==> config.mk <==
export PLATFORM = sky130hd
export DESIGN_NAME = pwb_homography
export DESIGN_NICKNAME = d
export VERILOG_FILES = /design/src/hdl/perspective_warp_bilinear_defines.svh /design/src/hdl/pwb_pkg.sv /design/src/hdl/pwb_homography.sv
export SDC_FILE = /design/constraint.sdc
export NUM_CORES = 2
export LEC_CHECK = 0
export ABC_AREA = 1
export BUFFER_PORTS_ARGS = -buffer_cell sky130_fd_sc_hd__buf_2
export CAP_MARGIN = 25
export CORE_ASPECT_RATIO = 1.4
export CORE_UTILIZATION = 50
export CTS_BUF_LIST = sky130_fd_sc_hd__clkbuf_4 sky130_fd_sc_hd__clkbuf_8
export DETAILED_ROUTE_END_ITERATION = 10
export GPL_ROUTABILITY_DRIVEN = 0
export PLACE_DENSITY = 0.67
export SETUP_SLACK_MARGIN = 0.5
export SYNTH_ARGS = -nofsm -noshare
export SYNTH_HDL_FRONTEND = slang
export SYNTH_SLANG_ARGS = --single-unit
==> constraint.sdc <==
create_clock -name i_clk -period 14.4 [get_ports i_clk]
set_clock_uncertainty 0.1 [all_clocks]
set_input_delay 1.44 -clock i_clk [delete_from_list [all_inputs] [get_ports i_clk]]
set_output_delay 1.44 -clock i_clk [all_outputs]
set_load 0.02 [all_outputs]
==> src/hdl/perspective_warp_bilinear_defines.svh <==
// Assertion macros shared by the perspective warp RTL.
// No dependencies; included by modules that carry assertions.
`ifndef PERSPECTIVE_WARP_BILINEAR_DEFINES_SVH
`define PERSPECTIVE_WARP_BILINEAR_DEFINES_SVH

// Same-cycle implication, disabled while reset is low
`define PWB_ASSERT_NOW(label, clk, rst_n, ante, cons, msg) \
    label: assert property (@(posedge clk) disable iff (!rst_n) (ante) |-> (cons)) \
        else $error(msg);

// Next-cycle implication, disabled while reset is low
`define PWB_ASSERT_NEXT(label, clk, rst_n, ante, cons, msg) \
    label: assert property (@(posedge clk) disable iff (!rst_n) (ante) |=> (cons)) \
        else $error(msg);

`endif

==> src/hdl/pwb_pkg.sv <==
// Shared constants, types and width helpers of the perspective warp block.
// No dependencies.
package pwb_pkg;

    localparam int IMAGE_WIDTH_DEF  = 256;
    localparam int IMAGE_HEIGHT_DEF = 256;
    localparam int COEF_W = 21;
    localparam int REG_W  = 63;
    localparam int PIX_W  = 8;
    localparam int POS_W  = 8;
    localparam int FRAC_W = 8;
    localparam int CFG_IDX_W = 2;

    localparam logic FUNC_WRITE   = 1'b0;
    localparam logic FUNC_REQUEST = 1'b1;

    typedef enum logic [CFG_IDX_W-1:0] {
        CFG_DENOMINATOR = 2'd0,
        CFG_HORIZONTAL  = 2'd1,
        CFG_VERTICAL    = 2'd2
    } t_cfg_idx;

    // Four bilinear neighbors: a=(m,n) b=(m,n+1) c=(m+1,n) d=(m+1,n+1)
    typedef struct packed {
        logic [PIX_W-1:0] a;
        logic [PIX_W-1:0] b;
        logic [PIX_W-1:0] c;
        logic [PIX_W-1:0] d;
    } t_nbr;

    // Signed width of a centered coordinate
    function automatic int coord_w(int w, int h);
        int m;
        m = 256;
        if (w > m) m = w;
        if (h > m) m = h;
        return $clog2(m) + 1;
    endfunction

    // Width of w, x numerator and y numerator
    function automatic int sum_w(int w, int h);
        return COEF_W + coord_w(w, h) + 2;
    endfunction

    // Quotient magnitude bits that still can land inside the frame
    function automatic int quot_w(int w, int h);
        int m;
        m = (w > h) ? w : h;
        return $clog2((m >> 1) * 256 + 2);
    endfunction

    // Signed coefficient from a packed row register
    function automatic logic signed [COEF_W-1:0] coef(logic [REG_W-1:0] r, int slot);
        return $signed(r[slot*COEF_W +: COEF_W]);
    endfunction

endpackage

==> src/hdl/pwb_homography.sv <==
// Homography front end: centered coordinates times nine coefficients, summed.
// Depends on pwb_pkg. Products are registered, then their sums.
module pwb_homography #(
    parameter int W = pwb_pkg::IMAGE_WIDTH_DEF,
    parameter int H = pwb_pkg::IMAGE_HEIGHT_DEF
) (
    input  logic                                       i_clk,
    input  logic                                       i_en,
    input  logic [pwb_pkg::POS_W-1:0]                  i_row,
    input  logic [pwb_pkg::POS_W-1:0]                  i_col,
    input  logic [pwb_pkg::REG_W-1:0]                  i_den_row,
    input  logic [pwb_pkg::REG_W-1:0]                  i_hor_row,
    input  logic [pwb_pkg::REG_W-1:0]                  i_ver_row,
    output logic signed [pwb_pkg::sum_w(W, H)-1:0]     o_w,
    output logic signed [pwb_pkg::sum_w(W, H)-1:0]     o_nx,
    output logic signed [pwb_pkg::sum_w(W, H)-1:0]     o_ny
);
    import pwb_pkg::*;

    localparam int CW = coord_w(W, H);
    localparam int PW = COEF_W + CW;
    localparam int SW = sum_w(W, H);

    logic signed [CW-1:0] w_j;
    logic signed [CW-1:0] w_i;
    logic [REG_W-1:0]     w_rows [3];
    logic signed [PW-1:0] r_pd [3][3];
    logic signed [SW-1:0] r_sum [3];

    // Center the requested position on the frame
    assign w_j = $signed({{(CW-POS_W){1'b0}}, i_col}) - $signed(CW'(W / 2));
    assign w_i = $signed({{(CW-POS_W){1'b0}}, i_row}) - $signed(CW'(H / 2));

    assign w_rows[0] = i_den_row;
    assign w_rows[1] = i_hor_row;
    assign w_rows[2] = i_ver_row;

    // Multiply column and row terms, carry the constant term
    always_ff @(posedge i_clk) begin
        if (i_en) begin
            for (int t = 0; t < 3; t++) begin
                r_pd[t][0] <= PW'(coef(w_rows[t], 0)) * PW'(w_j);
                r_pd[t][1] <= PW'(coef(w_rows[t], 1)) * PW'(w_i);
                r_pd[t][2] <= PW'(coef(w_rows[t], 2));
            end
        end
    end

    // Add the three terms of each row
    always_ff @(posedge i_clk) begin
        if (i_en) begin
            for (int t = 0; t < 3; t++) begin
                r_sum[t] <= SW'(r_pd[t][0]) + SW'(r_pd[t][1]) + SW'(r_pd[t][2]);
            end
        end
    end

    assign o_w  = r_sum[0];
    assign o_nx = r_sum[1];
    assign o_ny = r_sum[2];

endmodule

After elaboration in Yosys (flattened, before gate mapping):

Memory sizes are Yosys's and may differ from the RTL's.
Cells that the tools add are included.

* add/sub/neg operators: 8
* multipliers: 6
* div/mod/pow operators: 0
* order comparisons: 0
* equality and inequality tests: 0
* shift-type cells: 0
* mux-type cells: 2
* bitwise logic cells: 0
* reductions and logical operators: 0

Operators by type and width (count)
* $mul 21x9->30: 6
* $add 31x30->32: 3
* $add 30x30->31: 3
* $sub 8x8->9 const B: 2
* $mux 1: 2

* flip-flop bits (word level): 0
* bits in latches: 0
* RAM bits: 366
* bits in read-only memories: 0
* output and inout bits: 96
* word-level logic and storage cells: 18
* memories: 2

Memory list
* r_pd: words 3, width 90, read ports 3, clocked after Yosys merged registers in 0, wr ports 3, RTL line pwb_homography.sv:27 `logic signed [PW-1:0] r_pd [3][3];`
* r_sum: words 3, width 32, read ports 3, clocked after Yosys merged registers in 0, wr ports 3, RTL line pwb_homography.sv:28 `logic signed [SW-1:0] r_sum [3];`

Longest topological paths before layout:

An unclocked memory read counts as a cell.

* depth in word-level cells: 3
* mapped depth: 26
* mapped depth without buffers: 24

Worst setup path after synthesis:

Ideal clock, no wire load.

* kind: in2reg
* start: input port i_row[0] in the netlist's numbering
* end: memory r_pd[0][59] in the netlist's numbering, data pin
* data arrival time: 5.697 ns
* setup slack: 8.351 ns
* stages: 20
* path buffers: 2
* path through: clkbuf_1 clkbuf_1 nand2_1 fa_1 inv_1 fa_1 fa_1 fa_1 inv_1 fa_1 inv_1 ha_1 a21oi_1 nand2_1 nand2_1 nand3_1 nand2_1 nand3_1 nand2_1 nand2_1

RTL lines
* from (decl): RTL line pwb_homography.sv:9 `input logic [pwb_pkg::POS_W-1:0] i_row,`
* to (decl): RTL line pwb_homography.sv:27

==> impl_metrics.toml <==
[timing]
fmax_mhz = 157.2
hold_viol_final = 0
tns_ps = 0
rsz0062_at_grt = "no"
worst_pin_slew_ps = 1066
finalSetupViolCount = 0
fin_hold_ws_ps = 697.4
finalCritPeriodShare_pct = 44.19
period_needed_ps = 6363
relSlewSlack_pct = 28.94
maxSlewViolCount = 0

[floorplan]
placement_rows = 149
die_w_um = 294.1
ios = 303
core-area_um2 = 118200
dieArea_um2 = 120900
fp.dieH_um = 411
start_util_pct = 50.55

[critical_path]
cpMaxStageDelayCell = "buf_4"
crit_path_max_incr_delay_ps = 750
path_buf_inv = 6
required_ps = 14780
crit_chain = "buf_4 > inv_1 > buf_4 > nand2_1 > fa_1 > fa_1 > inv_1 > fa_1 > fa_1 > inv_1 > fa_1 > inv_1 > ha_1 > a21oi_1 > nand2_1 > nand2_1 > nand3_2 > nand2_1 > nand3_1 > nand3_1 > nand2_1"
worstSetupStartpoint = "i_col[7]"
r2r-start = "r_pd[1][29]"
cp-end-kind = "flop"
cp-start-kind = "input pin"
worstSetupPathType = "in2reg"
cp_data_arrival_time_ps = 6740
critPathTopFamily = "adder cells"
worstPathMaxFanout = 84

[detailed_routing]
viasPerCell = 5.145
drc = 0
antenna_left = 0
via_count = 47500
firstDrtPassIters = 6
drt_iter0_markers = 2820
wl_um = 159500
routedWlPerCell_um = 17.27

[global_routing]
grt_pass1_wl_um = 257000
grt_use_total_pct = 27.20
overflow = 0
grt_pass1_vias = 50350
antenna_found_initial = 30
grt_max_degree = 135

[clocking]
hold_buffers = 0
cts_resized = 0
clock-sinks = 339
cts_root_buf = "clkbuf_8"
cts_buffers = 61
h-tree-depth = 2
clk_latency_ps = 770
cts_setup_buffers = 0
clkTransAtPathRegs_ps = 60
tritoncts = "built"
cts.path.max_buffers = 3

[cells_and_area]
final_common_cell = "nand2_1"
nets = 9273
drive_above_1_share_pct = 6.376
syn_to_final_growth_pct = 7.018
mostFrequentLayoutCells = "2154 x nand2_1, 1802 x inv_1, 1023 x fa_1, 482 x nor2_1, 456 x ha_1"

[synthesis]
seq_area_frac_synth_pct = 17.04
netlist.area_leader.share_pct = 34.28
netlist_area_um2 = 59740
yosysUniqueCellTypes = 37
ys_warn_count = 0
synth_cells = 7457
avgSynthCellArea_um2 = 8.012
synth-seq-cells = 339
synth_area_leader_cell = "fa_1"
syn-num-nets = 9143
synth_area_leaders = "fa_1 34%, edfxtp_1 17%, nand2_1 14%"

[status]
outcome = "finished, final reports clean"

[placement]
dp_hpwl_um = 131200
port_buffers = 302

[run]
drv_cap = 0

[min_path]
hp-class = "reg2reg"
hp-start = "r_pd[0][60]"
-- logic make-up (layout without fill, tap and decap cells) --
group / after synthesis / count (layout) / share of synthesized area, %
AO/OA/AOI/OAI: 371 / 371 / 3.292
AND/OR/NAND/NOR: 3054 / 3054 / 20.59
flip-flops: 339 / 339 / 17.04
XOR/XNOR: 155 / 155 / 2.272
other: 0 / 10 / 0
adder cells (fa/ha/maj): 1479 / 1479 / 43.83
buffers and inverters: 2059 / 2240 / 12.97
-- cell usage after synthesis, drive strengths merged --
master	instances
a21boi	1
a21o	3
a21oi	235
and2	10
and3	3
buf	9
clkbuf	248
edfxtp	339
fa	1023
ha	456
inv	1802
nand2	2171
nand3	220
nand3b	14
nand4	96
nor2	489
nor3	41
nor3b	3
nor4	2
o21a	3
o21ai	103
o21ba	2
o21bai	24
or2	5
xnor2	32
xor2	123
-- cell type report --
class	count	area [µm²]
sequential	339	10180
inverter	1802	6764
multi-input combinational	5059	41810
timing repair buffer	324	1724
fill	11190	54260
clock inverter	40	504.2
antenna	10	25.02
tap	1585	1983
clock buffer	74	943.4
-- stage by stage --
stage                     utilization, %  worst slack [ps]  std cells  area, µm²
after global routing               54.09              7838       9229      63930
after detailed placement           52.82              7371       9108      62440
after global placement             52.82              7461       9108      62440
final                              54.09              8037       9233      63940
after floorplan                        -              8351       7457      59740
after CTS                          54.05              8152       9222      63880
-- per-layer routing --
metal,GRT usage (%),part of all wire [%],vias up
met3,3.586,4.9,521
met1,29.44,36,23130
li1,-,-,22400
met5,0,0.11,-
met4,15.40,6.3,28
met2,50.53,52,1423
-- final timing paths --
kind,to,cells after the start,slack (ps)
max,r_pd[0][89],21,8040
min,r_sum[0][0],3,700
min reg2reg,r_sum[0][0],3,700
max reg2reg,r_sum[0][55],10,11130
-- sequential cells by signal (all words and copies together) (netlist names) --
| register | count |
|---|---|
| r_pd | 243 |
| r_sum | 96 |
-- worst reg2reg max path, delay by kind of cell, from the launching register on --
family	cells	cell delay, ps
buf+inv	2	100
compound gates	1	270
flops	1	800
fa+ha+maj	2	900
simple gates	5	850
Power is not shown: default switching activity piles up to over one toggle a cycle in this logic, so the estimate is an artifact.
