--- src/hdl/perspective_warp_bilinear_defines.svh ---
// Assertion macros shared by the perspective warp RTL.
// No dependencies; included by modules that carry assertions.
`ifndef PERSPECTIVE_WARP_BILINEAR_DEFINES_SVH
`define PERSPECTIVE_WARP_BILINEAR_DEFINES_SVH

// Same-cycle implication, disabled while reset is low
`define PWB_ASSERT_NOW(label, clk, rst_n, ante, cons, msg) \
    label: assert property (@(posedge clk) disable iff (!rst_n) (ante) |-> (cons)) \
        else $error(msg);

// Next-cycle implication, disabled while reset is low
`define PWB_ASSERT_NEXT(label, clk, rst_n, ante, cons, msg) \
    label: assert property (@(posedge clk) disable iff (!rst_n) (ante) |=> (cons)) \
        else $error(msg);

`endif

--- src/hdl/pwb_pkg.sv ---
// Shared constants, types and width helpers of the perspective warp block.
// No dependencies.
package pwb_pkg;

    localparam int IMAGE_WIDTH_DEF  = 256;
    localparam int IMAGE_HEIGHT_DEF = 256;
    localparam int COEF_W = 21;
    localparam int REG_W  = 63;
    localparam int PIX_W  = 8;
    localparam int POS_W  = 8;
    localparam int FRAC_W = 8;
    localparam int CFG_IDX_W = 2;

    localparam logic FUNC_WRITE   = 1'b0;
    localparam logic FUNC_REQUEST = 1'b1;

    typedef enum logic [CFG_IDX_W-1:0] {
        CFG_DENOMINATOR = 2'd0,
        CFG_HORIZONTAL  = 2'd1,
        CFG_VERTICAL    = 2'd2
    } t_cfg_idx;

    // Four bilinear neighbors: a=(m,n) b=(m,n+1) c=(m+1,n) d=(m+1,n+1)
    typedef struct packed {
        logic [PIX_W-1:0] a;
        logic [PIX_W-1:0] b;
        logic [PIX_W-1:0] c;
        logic [PIX_W-1:0] d;
    } t_nbr;

    // Signed width of a centered coordinate
    function automatic int coord_w(int w, int h);
        int m;
        m = 256;
        if (w > m) m = w;
        if (h > m) m = h;
        return $clog2(m) + 1;
    endfunction

    // Width of w, x numerator and y numerator
    function automatic int sum_w(int w, int h);
        return COEF_W + coord_w(w, h) + 2;
    endfunction

    // Quotient magnitude bits that still can land inside the frame
    function automatic int quot_w(int w, int h);
        int m;
        m = (w > h) ? w : h;
        return $clog2((m >> 1) * 256 + 2);
    endfunction

    // Signed coefficient from a packed row register
    function automatic logic signed [COEF_W-1:0] coef(logic [REG_W-1:0] r, int slot);
        return $signed(r[slot*COEF_W +: COEF_W]);
    endfunction

endpackage

--- src/hdl/pwb_blend.sv ---
// Bilinear blend of four neighbors, truncated and clamped to 8 bits.
// Depends on pwb_pkg. Row blend and result are registered in turn; a bad position gives 0.
module pwb_blend (
    input  logic                        i_clk,
    input  logic                        i_en,
    input  pwb_pkg::t_nbr               i_nbr,
    input  logic [pwb_pkg::FRAC_W-1:0]  i_p,
    input  logic [pwb_pkg::FRAC_W-1:0]  i_q,
    input  logic                        i_bad,
    output logic [pwb_pkg::PIX_W-1:0]   o_pixel
);
    import pwb_pkg::*;

    logic [16:0]       r_top;
    logic [16:0]       r_bot;
    logic [FRAC_W-1:0] r_q;
    logic              r_bad;
    logic [8:0]        w_ip;
    logic [8:0]        w_iq;
    logic [25:0]       w_tot;

    // Blend along the row
    assign w_ip = 9'd256 - 9'(i_p);
    always_ff @(posedge i_clk) begin
        if (i_en) begin
            r_top <= 17'(w_ip) * 17'(i_nbr.a) + 17'(i_p) * 17'(i_nbr.b);
            r_bot <= 17'(w_ip) * 17'(i_nbr.c) + 17'(i_p) * 17'(i_nbr.d);
            r_q   <= i_q;
            r_bad <= i_bad;
        end
    end

    // Blend along the column, truncate, clamp
    assign w_iq  = 9'd256 - 9'(r_q);
    assign w_tot = (26'(w_iq) * 26'(r_top) + 26'(r_q) * 26'(r_bot)) >> 16;

    always_ff @(posedge i_clk) begin
        if (i_en) begin
            if (r_bad) begin
                o_pixel <= '0;
            end else if (w_tot > 26'd255) begin
                o_pixel <= 8'd255;
            end else begin
                o_pixel <= w_tot[PIX_W-1:0];
            end
        end
    end

endmodule

--- config.mk ---
export PLATFORM = sky130hd
export DESIGN_NAME = pwb_blend
export DESIGN_NICKNAME = d
export VERILOG_FILES = /design/src/hdl/perspective_warp_bilinear_defines.svh /design/src/hdl/pwb_pkg.sv /design/src/hdl/pwb_blend.sv
export SDC_FILE = /design/constraint.sdc
export NUM_CORES = 1
export LEC_CHECK = 0
export ABC_AREA = 1
export ABC_CLOCK_PERIOD_IN_PS = 8500
export BUFFER_PORTS_ARGS = -buffer_cell sky130_fd_sc_hd__buf_2
export CORE_MARGIN = 8
export CORE_UTILIZATION = 33
export DETAILED_ROUTE_END_ITERATION = 16
export PLACE_DENSITY = 0.54
export SYNTH_ARGS = -nofsm -noshare
export SYNTH_HDL_FRONTEND = slang
export SYNTH_SLANG_ARGS = --single-unit
--- constraint.sdc ---
create_clock -name i_clk -period 8.5 [get_ports i_clk]
set_clock_uncertainty 0.15 [all_clocks]
set_input_delay 0.425 -clock i_clk [delete_from_list [all_inputs] [get_ports i_clk]]
set_output_delay 0.425 -clock i_clk [all_outputs]
set_load 0.02 [all_outputs]
======== Yosys cells after proc, flatten, opt, wreduce, memory -nomap -nowiden ========
Index checks and enable logic that the tools add are counted.
Widths: inputs -> output; s select.
word-level totals
  register bits after elaboration ......... 51
  bits of input ports ..................... 51
  output and inout bits ................... 8
  logic and storage cells ................. 18
cells by class
  add/subtract/negate cells ............... 5
  multiply operators ...................... 6
  order comparisons ....................... 1
  muxes and demuxes ....................... 1
operators by type and width
  cell                 number
  $add 17x16->17       2
  $mul 9x8->17         2
  $mul 8x8->16         2
  $add 26x25->26       1
  $mul 9x17->26        1
  $mul 8x17->25        1
  $sub 9x8->9 const A  2
  $gt 10x8->1 const B  1
  $mux 8               1

======== Logic depth before layout (Yosys ltp) ========
  depth after elaboration ................. 5
  mapped depth ............................ 35
  depth with buffers taken out ............ 33

======== Worst setup path before layout ========
Ideal clock, no wire load.
  path kind ............................... reg-to-reg
  start ................................... reg r_q[1]
  end ..................................... reg o_pixel[0] (netlist bit), data pin
  library setup time ...................... 250 ps
  arrival ................................. 6271 ps
  data required time ...................... 8100 ps
  slack ................................... 1829 ps
  stages on the path, launching flop included .. 31
  path buffers ............................ 3
  clock period less this slack ............ 6671 ps
  cells stage by stage .................... edfxtp_1 -> buf_2 -> buf_1 -> inv_1 -> ha_1 -> nand3_1 -> or2_1 -> or3_1 -> nor2_2 -> buf_4 -> nand2_1 -> fa_1 -> inv_1 -> fa_1 -> fa_1 -> fa_1 -> fa_1 -> inv_1 -> fa_1 -> inv_1 -> ha_1 -> nand2_1 -> inv_1 -> a21oi_1 -> nand2_1 -> a21oi_1 -> nand3_1 -> nand2_1 -> nand3_1 -> nand2_1 -> inv_1
on the way
  cells in the longest elaborated chain, start to end .. 5
  elaborated cells on any way between the ends .. 6
  classes of those cells .................. 2 x add/sub; 2 x mul; 1 x order compare; 1 x mux
ends and longest elaborated chain
  element                   RTL line         text
  start: declaration        pwb_blend.sv:16  logic [FRAC_W-1:0] r_q;
  start signal: assignment  pwb_blend.sv:28  r_q <= i_q;
  $sub 9x8->9               pwb_blend.sv:34  assign w_iq = 9'd256 - 9'(r_q);
  $mul 9x17->26             pwb_blend.sv:35  assign w_tot = (26'(w_iq) * 26'(r_top) + 26'(r_q) * 26'(r_bot)) >> 16;
  $add 26x25->26 *          pwb_blend.sv:35
  $gt 10x8->1               pwb_blend.sv:41  end else if (w_tot > 26'd255) begin
  $mux 8 *                  pwb_blend.sv:41
  end signal: assignment    pwb_blend.sv:44  o_pixel <= w_tot[PIX_W-1:0];
  end: declaration          pwb_blend.sv:10  output logic [pwb_pkg::PIX_W-1:0] o_pixel
Mark *: on every way between the ends. The rest lies on a longest branch, timed or not.
A chain may end at the register's enable or synchronous reset.

======== Final worst setup path ========
  start ................................... reg r_q[0]
  end ..................................... reg o_pixel[7] (netlist bit), data pin
The elaborated chain is that of the path after synthesis.

==> metrics.log <==
INFO  metric run_status = completed
INFO  metric worst_r2r_start = r_q[0]
INFO  metric detailedRoute.firstIterationViolations = 854
INFO  metric reg2reg_to = o_pixel[7]
INFO  metric type_of_the_most_critical_hold_path = in2reg
INFO  metric firstDrtPassIters = 5
INFO  metric arr_time_crit_path = about 7.4 ns
INFO  metric synth_nets = 3396
INFO  metric syn-instance-count = 2691
INFO  metric setup.reg_to_reg.worst_slack = 1.08 ns
INFO  metric synth_area_leader_cell = sky130_fd_sc_hd__fa_1
INFO  metric min-delay-start = i_q[0]
INFO  metric clk_transition_reported_paths = ~0.09 ns
INFO  metric max_freq = 135 MHz
INFO  metric yosys.area_share.xor_xnor = approximately 1.6%
INFO  metric cts_tree = done
INFO  metric ctsRootBufferMaster = sky130_fd_sc_hd__clkbuf_16
INFO  metric cts.path.max_buffers = 2
INFO  metric timing.setup.critical_path_class = reg2reg
INFO  metric cell_types_with_the_largest_area_share_after_synthesis = sky130_fd_sc_hd__fa_1 42%, sky130_fd_sc_hd__inv_1 16%, sky130_fd_sc_hd__ha_1 13%
INFO  metric die_area = between 70000 and 80000 µm²
INFO  metric crit_path_max_cell_delay = roughly 0.55 ns
INFO  metric clock_sinks = a little over 50
INFO  metric antenna_cells_inserted = 0
INFO  metric post-route-util = between 30% and 40%
INFO  metric timing.final.crit_period = between 7 and 8 ns
INFO  metric detail_route.vias_per_cell = 4.40
INFO  metric yosys.area_share.simple = between 10% and 20%
INFO  metric mean_syn_cell_area = between 7 and 8 µm²
INFO  metric numPortBuffers = just under 60
INFO  metric synth_top_family_by_area = adder cells
INFO  metric grt_max_degree = 52
INFO  metric ant_nets = 0
INFO  metric i_o_pins = around 60
INFO  metric htree_num_levels = 2
INFO  metric layout_common_cells = 874 x sky130_fd_sc_hd__inv_1, 685 x sky130_fd_sc_hd__nand2_1, 443 x sky130_fd_sc_hd__fa_1
INFO  metric seq_area_frac_synth = around 7.3%
INFO  metric synth_top_area_share = between 40% and 50%
INFO  metric final_routed_wire_length_divided_by_cell_count = 15.1 µm
INFO  metric yosys-mux-area-fraction = 0%
INFO  metric routabilityCongestion = approximately 0.87
INFO  metric synth_compound_area_share = under 10%
INFO  metric worstSetupStartpointType = flop
INFO  metric first_global_vias = around 17000
INFO  metric timing.final.max_slew_violations = 0
INFO  metric ys.warnings.count = 0
INFO  metric clk-insertion-delay-late = about 0.33 ns
INFO  metric mostFrequentLayoutCell = sky130_fd_sc_hd__inv_1
INFO  metric synth-adder-area-share = between 50% and 60%
INFO  metric flow.area_growth_from_synthesis = 5.66%
INFO  metric timing.reg2reg.worst_path_depth = 29
INFO  metric fin_setup_tns = 0 ns
INFO  metric critical_path.slowest_cell = sky130_fd_sc_hd__edfxtp_1
INFO  metric worst-endpoint-required = between 8 and 9 ns
INFO  metric synth.distinct_cells = 38
INFO  metric timing.slew.headroom = 45.9%
INFO  metric antenna_found_initial = 1
INFO  metric finalHoldWorstSlack = between 0.1 and 0.15 ns
INFO  metric grt_first_pass_wirelength = ~90000 µm
INFO  metric drv.max_cap_violation_count = 0
INFO  metric die_h = 268 µm
INFO  metric numCtsBuffers = 5
INFO  metric post_cts.repair.setup_buffers = 0
INFO  metric finalCritPeriodShare = roughly 87%
INFO  metric worst_hold_path.endpoint = r_q[0]
INFO  metric core_area = roughly 63000 µm²
INFO  metric residual_overflow_from_global_routing = 0
INFO  metric detail_route.wirelength = ~53000 µm
INFO  metric number_of_endpoints_with_negative_hold_slack_in_the_final_report = 0
INFO  metric dieWidth = approximately 270 µm
INFO  metric critPathMostFrequentCell = sky130_fd_sc_hd__nand2_1
INFO  metric finalSetupViolations = 0
INFO  metric vias = ~16000
INFO  metric flip_flop_and_latch_count_after_synthesis = 51
INFO  metric holdPathStages = 1
INFO  metric detail_route.drc_violations = 0
INFO  metric finalNetCount = approximately 3400
INFO  metric dp_hpwl = about 46000 µm
INFO  metric worstSetupStartpoint = r_q[0]
INFO  metric max_slew.worst_pin.slew = 0.811 ns
INFO  metric unrepaired_setup_endpoints_after_global_routing = no
INFO  metric globalRouteTotalUtil = 15.6%
INFO  metric post_cts_resized = 0
INFO  metric number_of_buffers_inserted_for_hold_repair_after_clock_tree_synthesis = 0
INFO  metric placement_rows = 92
INFO  metric drive_gt1_share = around 3.5%
INFO  metric syn-cell-area = 21000 µm²
INFO  metric floorplan.initialDensity = 33.3%
INFO  metric critical_path_peak_fanout = 15
INFO  metric critPathCaptureType = flop
-- critical path: cells and delay by family, from the launching register on --
family | cells | cell delay [ns]
buffers and inverters | 6 | 0.56
adder cells (fa/ha/maj) | 8 | 3.43
flip-flops | 1 | 0.55
AND/OR/NAND/NOR | 15 | 2.44
-- layout make-up --
class | instances | area (µm²)
Fill cell | 6841 | 40900
Multi-Input combinational cell | 1667 | 15800
Inverter | 879 | 3300
Sequential cell | 51 | 1530
Tap cell | 846 | 1060
Timing Repair Buffer | 73 | 403
Clock buffer | 5 | 125
Clock inverter | 3 | 20.0
-- synth_stat cells (all sizes together) --
master and count:
a21boi 2, a21o 4, a21oi 38, a31oi 1, and2 1, buf 28, clkbuf 66, edfxtp 51
fa 443, ha 211, inv 879, nand2 687, nand3 39, nand3b 4, nand4 6, nor2 154
nor3 8, o2111ai 3, o211ai 1, o21ai 17, o21bai 1, o31ai 2, or2 4, or3 3
xnor2 17, xor2 21
-- registers in the layout (all words and copies together), names as in the netlist --
name and flops:
r_q 8, r_bot 17, r_bad 1, o_pixel 8, r_top 17
-- logic make-up (layout without fill, tap and decap cells) --
group,count (synthesis),after routing
and+or+nand+nor,906,906
DFF,51,51
xor gates and xnor gates,38,38
buffers and inverters,973,960
adders and majority gates,654,654
AOI/OAI and AO/OA,69,69
-- per-layer routing --
| metal | share of wire [%] | global-route usage [%] |
|---|---|---|
| met1 | 46 | 21.1 |
| met2 | 48 | 27.4 |
| met3 | 4.5 | 1.38 |
| met4 | 1.6 | 2.88 |
| met5 | 0 | 0 |
-- worst max-delay path by stage --
stage,endpoint,slack [ns],cells past startpoint
after floorplan,o_pixel[0],1.83,30
after global placement,o_pixel[7],1.18,28
after detailed placement,o_pixel[7],1.10,29
after CTS,o_pixel[7],1.06,29
after global routing,o_pixel[1],0.67,28
final,o_pixel[7],1.08,29
-- through the flow --
stage,cell area (µm²),instances,setup slack [ns]
2_1_floorplan,21000,2691,1.83
3_3_place_gp,22100,3516,1.18
3_5_place_dp,22100,3516,1.10
4_1_cts,22200,3524,1.06
5_1_grt,22200,3524,0.668
6_report,22200,3524,1.08
Power is not shown: default switching activity piles up to over one toggle a cycle in this logic, so the estimate is an artifact.
