--- src/hdl/perspective_warp_bilinear_defines.svh ---
// Assertion macros shared by the perspective warp RTL.
// No dependencies; included by modules that carry assertions.
`ifndef PERSPECTIVE_WARP_BILINEAR_DEFINES_SVH
`define PERSPECTIVE_WARP_BILINEAR_DEFINES_SVH

// Same-cycle implication, disabled while reset is low
`define PWB_ASSERT_NOW(label, clk, rst_n, ante, cons, msg) \
    label: assert property (@(posedge clk) disable iff (!rst_n) (ante) |-> (cons)) \
        else $error(msg);

// Next-cycle implication, disabled while reset is low
`define PWB_ASSERT_NEXT(label, clk, rst_n, ante, cons, msg) \
    label: assert property (@(posedge clk) disable iff (!rst_n) (ante) |=> (cons)) \
        else $error(msg);

`endif

--- src/hdl/pwb_pkg.sv ---
// Shared constants, types and width helpers of the perspective warp block.
// No dependencies.
package pwb_pkg;

    localparam int IMAGE_WIDTH_DEF  = 256;
    localparam int IMAGE_HEIGHT_DEF = 256;
    localparam int COEF_W = 21;
    localparam int REG_W  = 63;
    localparam int PIX_W  = 8;
    localparam int POS_W  = 8;
    localparam int FRAC_W = 8;
    localparam int CFG_IDX_W = 2;

    localparam logic FUNC_WRITE   = 1'b0;
    localparam logic FUNC_REQUEST = 1'b1;

    typedef enum logic [CFG_IDX_W-1:0] {
        CFG_DENOMINATOR = 2'd0,
        CFG_HORIZONTAL  = 2'd1,
        CFG_VERTICAL    = 2'd2
    } t_cfg_idx;

    // Four bilinear neighbors: a=(m,n) b=(m,n+1) c=(m+1,n) d=(m+1,n+1)
    typedef struct packed {
        logic [PIX_W-1:0] a;
        logic [PIX_W-1:0] b;
        logic [PIX_W-1:0] c;
        logic [PIX_W-1:0] d;
    } t_nbr;

    // Signed width of a centered coordinate
    function automatic int coord_w(int w, int h);
        int m;
        m = 256;
        if (w > m) m = w;
        if (h > m) m = h;
        return $clog2(m) + 1;
    endfunction

    // Width of w, x numerator and y numerator
    function automatic int sum_w(int w, int h);
        return COEF_W + coord_w(w, h) + 2;
    endfunction

    // Quotient magnitude bits that still can land inside the frame
    function automatic int quot_w(int w, int h);
        int m;
        m = (w > h) ? w : h;
        return $clog2((m >> 1) * 256 + 2);
    endfunction

    // Signed coefficient from a packed row register
    function automatic logic signed [COEF_W-1:0] coef(logic [REG_W-1:0] r, int slot);
        return $signed(r[slot*COEF_W +: COEF_W]);
    endfunction

endpackage

--- src/hdl/pwb_divider.sv ---
// Pipelined floor divider: floor(num*256/den), one quotient bit per stage,
// then split into frame index, fraction and an out-of-frame flag. Depends on pwb_pkg.
module pwb_divider #(
    parameter int SW  = 32,
    parameter int QN  = 16,
    parameter int DIM = pwb_pkg::IMAGE_WIDTH_DEF
) (
    input  logic                        i_clk,
    input  logic                        i_en,
    input  logic signed [SW-1:0]        i_num,
    input  logic signed [SW-1:0]        i_den,
    output logic [$clog2(DIM)-1:0]      o_idx,
    output logic [pwb_pkg::FRAC_W-1:0]  o_frac,
    output logic                        o_bad
);
    import pwb_pkg::*;

    localparam int AW   = SW + FRAC_W;
    localparam int XW   = AW + QN + 1;
    localparam int XQ   = QN + 2;
    localparam int IW   = $clog2(DIM);
    localparam int HALF = DIM / 2;
    localparam logic signed [XQ-1:0] LIM = XQ'(HALF * 256);

    logic [AW-1:0] r_rem  [QN+1];
    logic [SW-1:0] r_b    [QN+1];
    logic [QN-1:0] r_q    [QN+1];
    logic          r_neg  [QN+1];
    logic          r_zero [QN+1];
    logic          r_ovf  [QN+1];

    logic signed [SW:0] w_na;
    logic signed [SW:0] w_nb;

    // Take magnitudes and note the quotient sign
    assign w_na = i_num[SW-1] ? -(SW+1)'(i_num) : (SW+1)'(i_num);
    assign w_nb = i_den[SW-1] ? -(SW+1)'(i_den) : (SW+1)'(i_den);

    always_ff @(posedge i_clk) begin
        if (i_en) begin
            r_rem[0]  <= {w_na[SW-1:0], {FRAC_W{1'b0}}};
            r_b[0]    <= w_nb[SW-1:0];
            r_q[0]    <= '0;
            r_neg[0]  <= i_num[SW-1] ^ i_den[SW-1];
            r_zero[0] <= (i_den == '0);
            r_ovf[0]  <= 1'b0;
        end
    end

    // One restoring step per stage, most significant quotient bit first
    for (genvar s = 1; s <= QN; s++) begin : g_step
        localparam int K = QN - s;
        logic [XW-1:0] w_trial;
        logic          w_ge;
        logic          w_ovf;

        assign w_trial = XW'(r_b[s-1]) << K;
        assign w_ge    = XW'(r_rem[s-1]) >= w_trial;

        if (s == 1) begin : g_first
            // Quotient too large for the frame at any sign
            assign w_ovf = XW'(r_rem[s-1]) >= (XW'(r_b[s-1]) << QN);
        end else begin : g_rest
            assign w_ovf = r_ovf[s-1];
        end

        always_ff @(posedge i_clk) begin
            if (i_en) begin
                r_rem[s]  <= w_ge ? AW'(XW'(r_rem[s-1]) - w_trial) : r_rem[s-1];
                r_b[s]    <= r_b[s-1];
                r_q[s]    <= {r_q[s-1][QN-2:0], w_ge};
                r_neg[s]  <= r_neg[s-1];
                r_zero[s] <= r_zero[s-1];
                r_ovf[s]  <= w_ovf;
            end
        end
    end

    logic signed [XQ-1:0] w_uq;
    logic signed [XQ-1:0] w_xq;
    logic                 w_nz;
    logic                 w_out;

    // Apply the sign with a true floor and check the frame bounds
    assign w_nz  = (r_rem[QN] != '0);
    assign w_uq  = $signed({2'b00, r_q[QN]});
    assign w_xq  = r_neg[QN] ? (-w_uq - $signed(XQ'(w_nz))) : w_uq;
    assign w_out = (w_xq < -LIM) || (w_xq >= LIM);

    always_ff @(posedge i_clk) begin
        if (i_en) begin
            o_idx  <= IW'(w_xq >>> FRAC_W) + IW'(HALF);
            o_frac <= w_xq[FRAC_W-1:0];
            o_bad  <= r_zero[QN] || r_ovf[QN] || w_out;
        end
    end

endmodule

--- config.mk ---
export PLATFORM = sky130hd
export DESIGN_NAME = pwb_divider
export DESIGN_NICKNAME = d
export VERILOG_FILES = /design/src/hdl/perspective_warp_bilinear_defines.svh /design/src/hdl/pwb_pkg.sv /design/src/hdl/pwb_divider.sv
export SDC_FILE = /design/constraint.sdc
export NUM_CORES = 2
export LEC_CHECK = 0
export ABC_AREA = 1
export BUFFER_PORTS_ARGS = -buffer_cell sky130_fd_sc_hd__buf_2
export CAP_MARGIN = 20
export CORE_AREA = 2 2 321 562
export DETAILED_ROUTE_END_ITERATION = 6
export DIE_AREA = 0 0 323 564
export PLACE_DENSITY_LB_ADDON = 0.05
export SKIP_CTS_REPAIR_TIMING = 1
export SLEW_MARGIN = 10
export SYNTH_ARGS = -nofsm -noshare
export SYNTH_HDL_FRONTEND = slang
export SYNTH_SLANG_ARGS = --single-unit
export TNS_END_PERCENT = 30
--- constraint.sdc ---
create_clock -name i_clk -period 5.43 [get_ports i_clk]
set_input_delay 0.2715 -clock i_clk [delete_from_list [all_inputs] [get_ports i_clk]]
set_output_delay 0.2715 -clock i_clk [all_outputs]
set_load 0.01 [all_outputs]
==> qor_table.md, run 1 <==
| Quantity | This run |
|---|---|
| Number of distinct library cells after synthesis | 61 |
| Fail Step | global routing (5_1_grt) |
| Vias in the first global route | 88,153 |
| Final weighted congestion in routability-driven placement | 1.112 |
| Remaining global-route overflow | 153 |
| Synthesized net count | 12,162 |
| Result of the run | did not finish |
| Tool Error | [ERROR GRT-0116] Global routing finished with congestion. Check the congestion regions in the DRC Viewer. |
| Top_reg_cell synth | edfxtp_1 |
| Number of storage elements in the synthesis netlist | 1,295 |
| Total track usage | 0.5393 |
| Total of buffers placed on input and output ports | 82 |
| Wire length of the first global-routing pass | 681,300 um |
| Number of sinks driven by the clock tree | 1,295 |
| Count of pins on the block boundary | 83 |
| Initial standard-cell utilization of the core | 0.4983 |
| Num CTS Buffers | 121 |
| Post-synthesis async set-or-reset flop share | 0 |
| Clock tree root driver cell | clkbuf_16 |
| Netlist Area Pre-Place | 88,440 sq um |
| Post-Syn Area per Cell | 7.656 sq um |
| Chip height | 564 um |
| Half-perimeter wire length of the detailed placement result | 329,600 um |
| Cell Rows | 205 |
| Number of H-tree branching levels | 3 |
| Syn Inst Count | 11,551 |
| Ys Warns | 0 |
| Maximum clock path buffer count | 3 |
| Largest net degree at the start of global routing | 177 |
| Proportion of synthesized chip area in sequential cells | 0.4397 |
| Chip width | 323 um |
| Number of synthesized flops with an enable pin | 1,295 |
routing by layer:
layer | global-route usage | overflow
met3 | 0.2767 | 1
met4 | 0.6258 | 73
met1 | 0.4685 | 1
met2 | 0.8264 | 78
met5 | 0.05053 | 0
cells by family after synthesis:
family / synth area share
buffers and inverters: 0.09981
and+or+nand+nor: 0.2908
adders and majority gates: 0.07846
DFF: 0.4397
xor gates and xnor gates: 0.03040
AOI/OAI and AO/OA: 0.06085
synthesized netlist by cell type (21+ instances only):
| master | instances | area [sq um] |
|---|---|---|
| a21oi_1 | 509 | 2547 |
| a21oi_2 | 24 | 210.2 |
| buf_2 | 40 | 200.2 |
| buf_6 | 43 | 484.2 |
| edfxtp_1 | 1295 | 38890 |
| ha_1 | 529 | 6619 |
| inv_1 | 2100 | 7883 |
| nand2_1 | 3985 | 14960 |
| nand2_2 | 35 | 219.0 |
| nand3_1 | 711 | 3558 |
| nand3b_1 | 56 | 420.4 |
| nand4_1 | 240 | 1501 |
| nor2_1 | 928 | 3483 |
| nor3_1 | 105 | 525.5 |
| nor4_1 | 27 | 168.9 |
| o21ai_0 | 286 | 1431 |
| o21ai_1 | 70 | 350.3 |
| o21ai_2 | 21 | 183.9 |
| o21bai_1 | 49 | 367.9 |
| xnor2_1 | 69 | 604.3 |
| xor2_1 | 238 | 2085 |
metrics by stage:
stage | std cells | setup WS, ps | cell area [sq um] | utilization
2_1_floorplan | 11551 | 3039 | 88440 | -
3_3_place_gp | 13950 | 1119 | 91470 | 0.5153
3_5_place_dp | 13952 | 1183 | 91480 | 0.5154
4_1_cts | 14183 | 1174 | 95830 | 0.5399
==> run 2: changes to the inputs <==
- CORE_AREA: 2 2 321 562 -> 2 2 506 508
- DIE_AREA: 0 0 323 564 -> 0 0 508 510
- PLACE_DENSITY_LB_ADDON: 0.05 -> 0.15
==> run 2 against run 1 <==
The flow now finishes, with violations (DRC). Synthesized cell count is the same. Area after synthesis did not move.
==> qor_table.md, run 2 <==
| Quantity | This run | Delta |
|---|---|---|
| Result of the run | complete, but fails checks |  |
| Failing checks | DRC |  |
| Max transition margin | 0.2161 |  |
| Half-perimeter wire length of the detailed placement result | 260,100 um | -21% |
| Most used cells in the layout excluding fill and tap cells | nand2_1, inv_1, edfxtp_1, nor2_1, nand3_1 |  |
| Data required time of the critical path | 5950 ps |  |
| Number of sinks driven by the clock tree | 1,295 | unchanged |
| Top_reg_cell synth | edfxtp_1 |  |
| Slew at the pin closest to its max-slew limit | 1176 ps |  |
| Clock tree from TritonCTS | done |  |
| Maximum clock path buffer count | 3 | unchanged |
| Synthesized net count | 12,162 | unchanged |
| Maximum operating frequency | 268.1 MHz |  |
| Number of failing hold endpoints at the final stage | 0 |  |
| Dominant cell type by area after synthesis | edfxtp_1 |  |
| Part of the cycle the worst path needs | 0.6870 |  |
| Syn Inst Count | 11,551 | unchanged |
| Ys Warns | 0 | unchanged |
| Post-route minimum period | 3730 ps |  |
| Clk_skew | 45.98 ps |  |
| Total track usage | 0.2415 |  |
| Netlist Area Pre-Place | 88,440 sq um | unchanged |
| Cell Rows | 185 | -9.8% |
| Chip width | 508 um | +57% |
| Num CTS Buffers | 154 | +27% |
| Die Outline Area | 259,100 sq um |  |
| Initial antenna violation count | 9 |  |
| Number of synthesized flops with an enable pin | 1,295 | unchanged |
| Count of pins on the block boundary | 83 | unchanged |
| Critical path launch point type | register |  |
| Total of buffers placed on input and output ports | 82 | unchanged |
| Regs by FF count | r_rem: 580 flops, r_b: 512 flops, r_q: 136 flops |  |
| DR pass1 iterations | 7 |  |
| DRC | 2 |  |
| Flip-flop count of the largest register after layout | 580 |  |
| Clock transition at the registers of the reported paths | 60 ps |  |
| Final hold slack | 10.42 ps |  |
| Chip height | 510 um | -9.6% |
| Setup Crit Path Kind | register to register |  |
| Detailed-route vias per instance | 4.950 |  |
| Final count of negative-setup-slack endpoints | 0 |  |
| Share of layout cells above drive strength 1 | 0.04160 |  |
| Multi-input combinational cell area | 40,740 sq um |  |
| Path type of the worst min-delay path | input port to register |  |
| Remaining global-route overflow | 0 |  |
| Most area-consuming cells after synthesis | edfxtp_1, nand2_1, inv_1 |  |
| Register-to-register setup slack | 1700 ps |  |
| Number of nets in the layout | 12,382 |  |
| Sequential cell area | 38,890 sq um |  |
| Number of nets with antenna violations after routing | 0 |  |
| Filler cell count in the final layout | 26,582 |  |
| Insertion delay of the later-clocked pin in the worst-skew pair | 840 ps |  |
| Wire length of the first global-routing pass | 469,100 um |  |
| Vias in the first global route | 73,280 |  |
| Total power divided by cell area | 424.3 nW/um^2 |  |
| Clock tree root driver cell | clkbuf_16 |  |
| Post-Syn Area per Cell | 7.656 sq um | unchanged |
| Largest Register | r_rem |  |
| Most common cell in the netlist | nand2_1 |  |
| Largest net degree at the start of global routing | 147 |  |
| Most common library cell in the layout ignoring fill and taps | nand2_1 |  |
| Layout overhead on the synthesized area | 11.17% |  |
| Total core area | 253,500 sq um |  |
| Slew Viols, Final | 0 |  |
| Number of distinct library cells after synthesis | 61 | unchanged |
| Total Power | 0.04172 W |  |
| Unrepaired setup endpoints after global routing | no |  |
| Number of storage elements in the synthesis netlist | 1,295 | unchanged |
| Arrival time at the worst endpoint | 4250 ps |  |
| IR drop worst, VDD | 333.0 uV |  |
| Number of H-tree branching levels | 4 | +1 |
| Final weighted congestion in routability-driven placement | 0.9728 | -13% |
| Final wirelength | 317,700 um |  |
| Proportion of synthesized chip area in sequential cells | 0.4397 | unchanged |
| Portion of synthesized cell area occupied by the leading cell type | 0.4397 | unchanged |
| Most frequent cells after synthesis | nand2_1, inv_1, edfxtp_1 |  |
| Total negative setup slack | 0 ps |  |
| Number of design-rule violations left by the first detailed-router iteration | 6,434 |  |
| Initial standard-cell utilization of the core | 0.3489 | -0.1493 |
| Total number of vias | 75,562 |  |
| Post-DR wirelength/cell | 20.81 um |  |
| Worst-path maximum fanout | 53 |  |
| Number of max-cap violations | 0 |  |
| Leakage power | 47.30 nW |  |
| Post-synthesis async set-or-reset flop share | 0 | unchanged |
| Crit. End Element | register |  |
run 2: cell counts after synthesis:
Identical to the previous run, type by type.
run 2: per-stage QoR:
stage | area (sq um) | utilization | setup WS [ps] | std cells
after floorplan | 88440 | - | 3039 | 11551
after global placement | 92530 | 0.3651 | 1530 | 14912
after detailed placement | 92530 | 0.3651 | 1649 | 14912
after CTS | 97600 | 0.3851 | 1637 | 15195
after global routing | 98310 | 0.3879 | 1457 | 15265
final | 98310 | 0.3879 | 1700 | 15265
run 2: where the power goes:
| group | internal [W] | leakage, nW | switching (W) |
|---|---|---|---|
| logic | 0.00513 | 32.2 | 0.0112 |
| clock network | 0.00599 | 2.46 | 0.00450 |
| registers | 0.0133 | 12.7 | 0.00167 |
| total | 0.0244 | 47.3 | 0.0173 |
run 2: critical path, stage by stage, from the launching register on:
cell,delay [ps]
edfxtp_1,410
ha_1,310
fa_1,430
inv_1,180
nand3_1,90
nand2_1,280
nand3_1,120
nand2_1,210
nand2_1,70
nand2_1,120
nand2_1,280
nand3_2,130
buf_4,490
o21ai_0,250
run 2: metal layers:
layer  wire length [um]  GRT usage
met1             141100     0.3190
met2             149100     0.4083
met3              15550    0.02676
met4              11940    0.08619
met5                 13          0
run 2: layout make-up:
cell class	count	area share
diodes	1	0.00002545
clock buffers	177	0.04008
clock inverters	106	0.01156
inverters	2110	0.08064
multi-input cells	8029	0.4144
flip-flops and latches	1295	0.3955
well taps	3366	0.04284
repair buffers	181	0.01497
run 2: cells by family (layout without fill, tap and decap cells):
logic type / Yosys count / in the layout / share of synthesized area
fa+ha+maj: 545 / 545 / 0.07846
flops: 1295 / 1295 / 0.4397
compound gates: 997 / 997 / 0.06085
other cells: 0 / 1 / 0
simple gates: 6180 / 6180 / 0.2908
buf+inv: 2227 / 2574 / 0.09981
xor+xnor: 307 / 307 / 0.03040
run 2: final timing paths:
check,startpoint,to,cells after the start
worst max-delay path,r_b[0][192],r_rem[0][312],13
worst min register to register,r_q[14][13],r_q[15][14],0
worst min-delay path,i_den[2],r_b[0][2],4
worst max register to register,r_b[0][192],r_rem[0][312],13
Power figures use the tool's default switching activity.
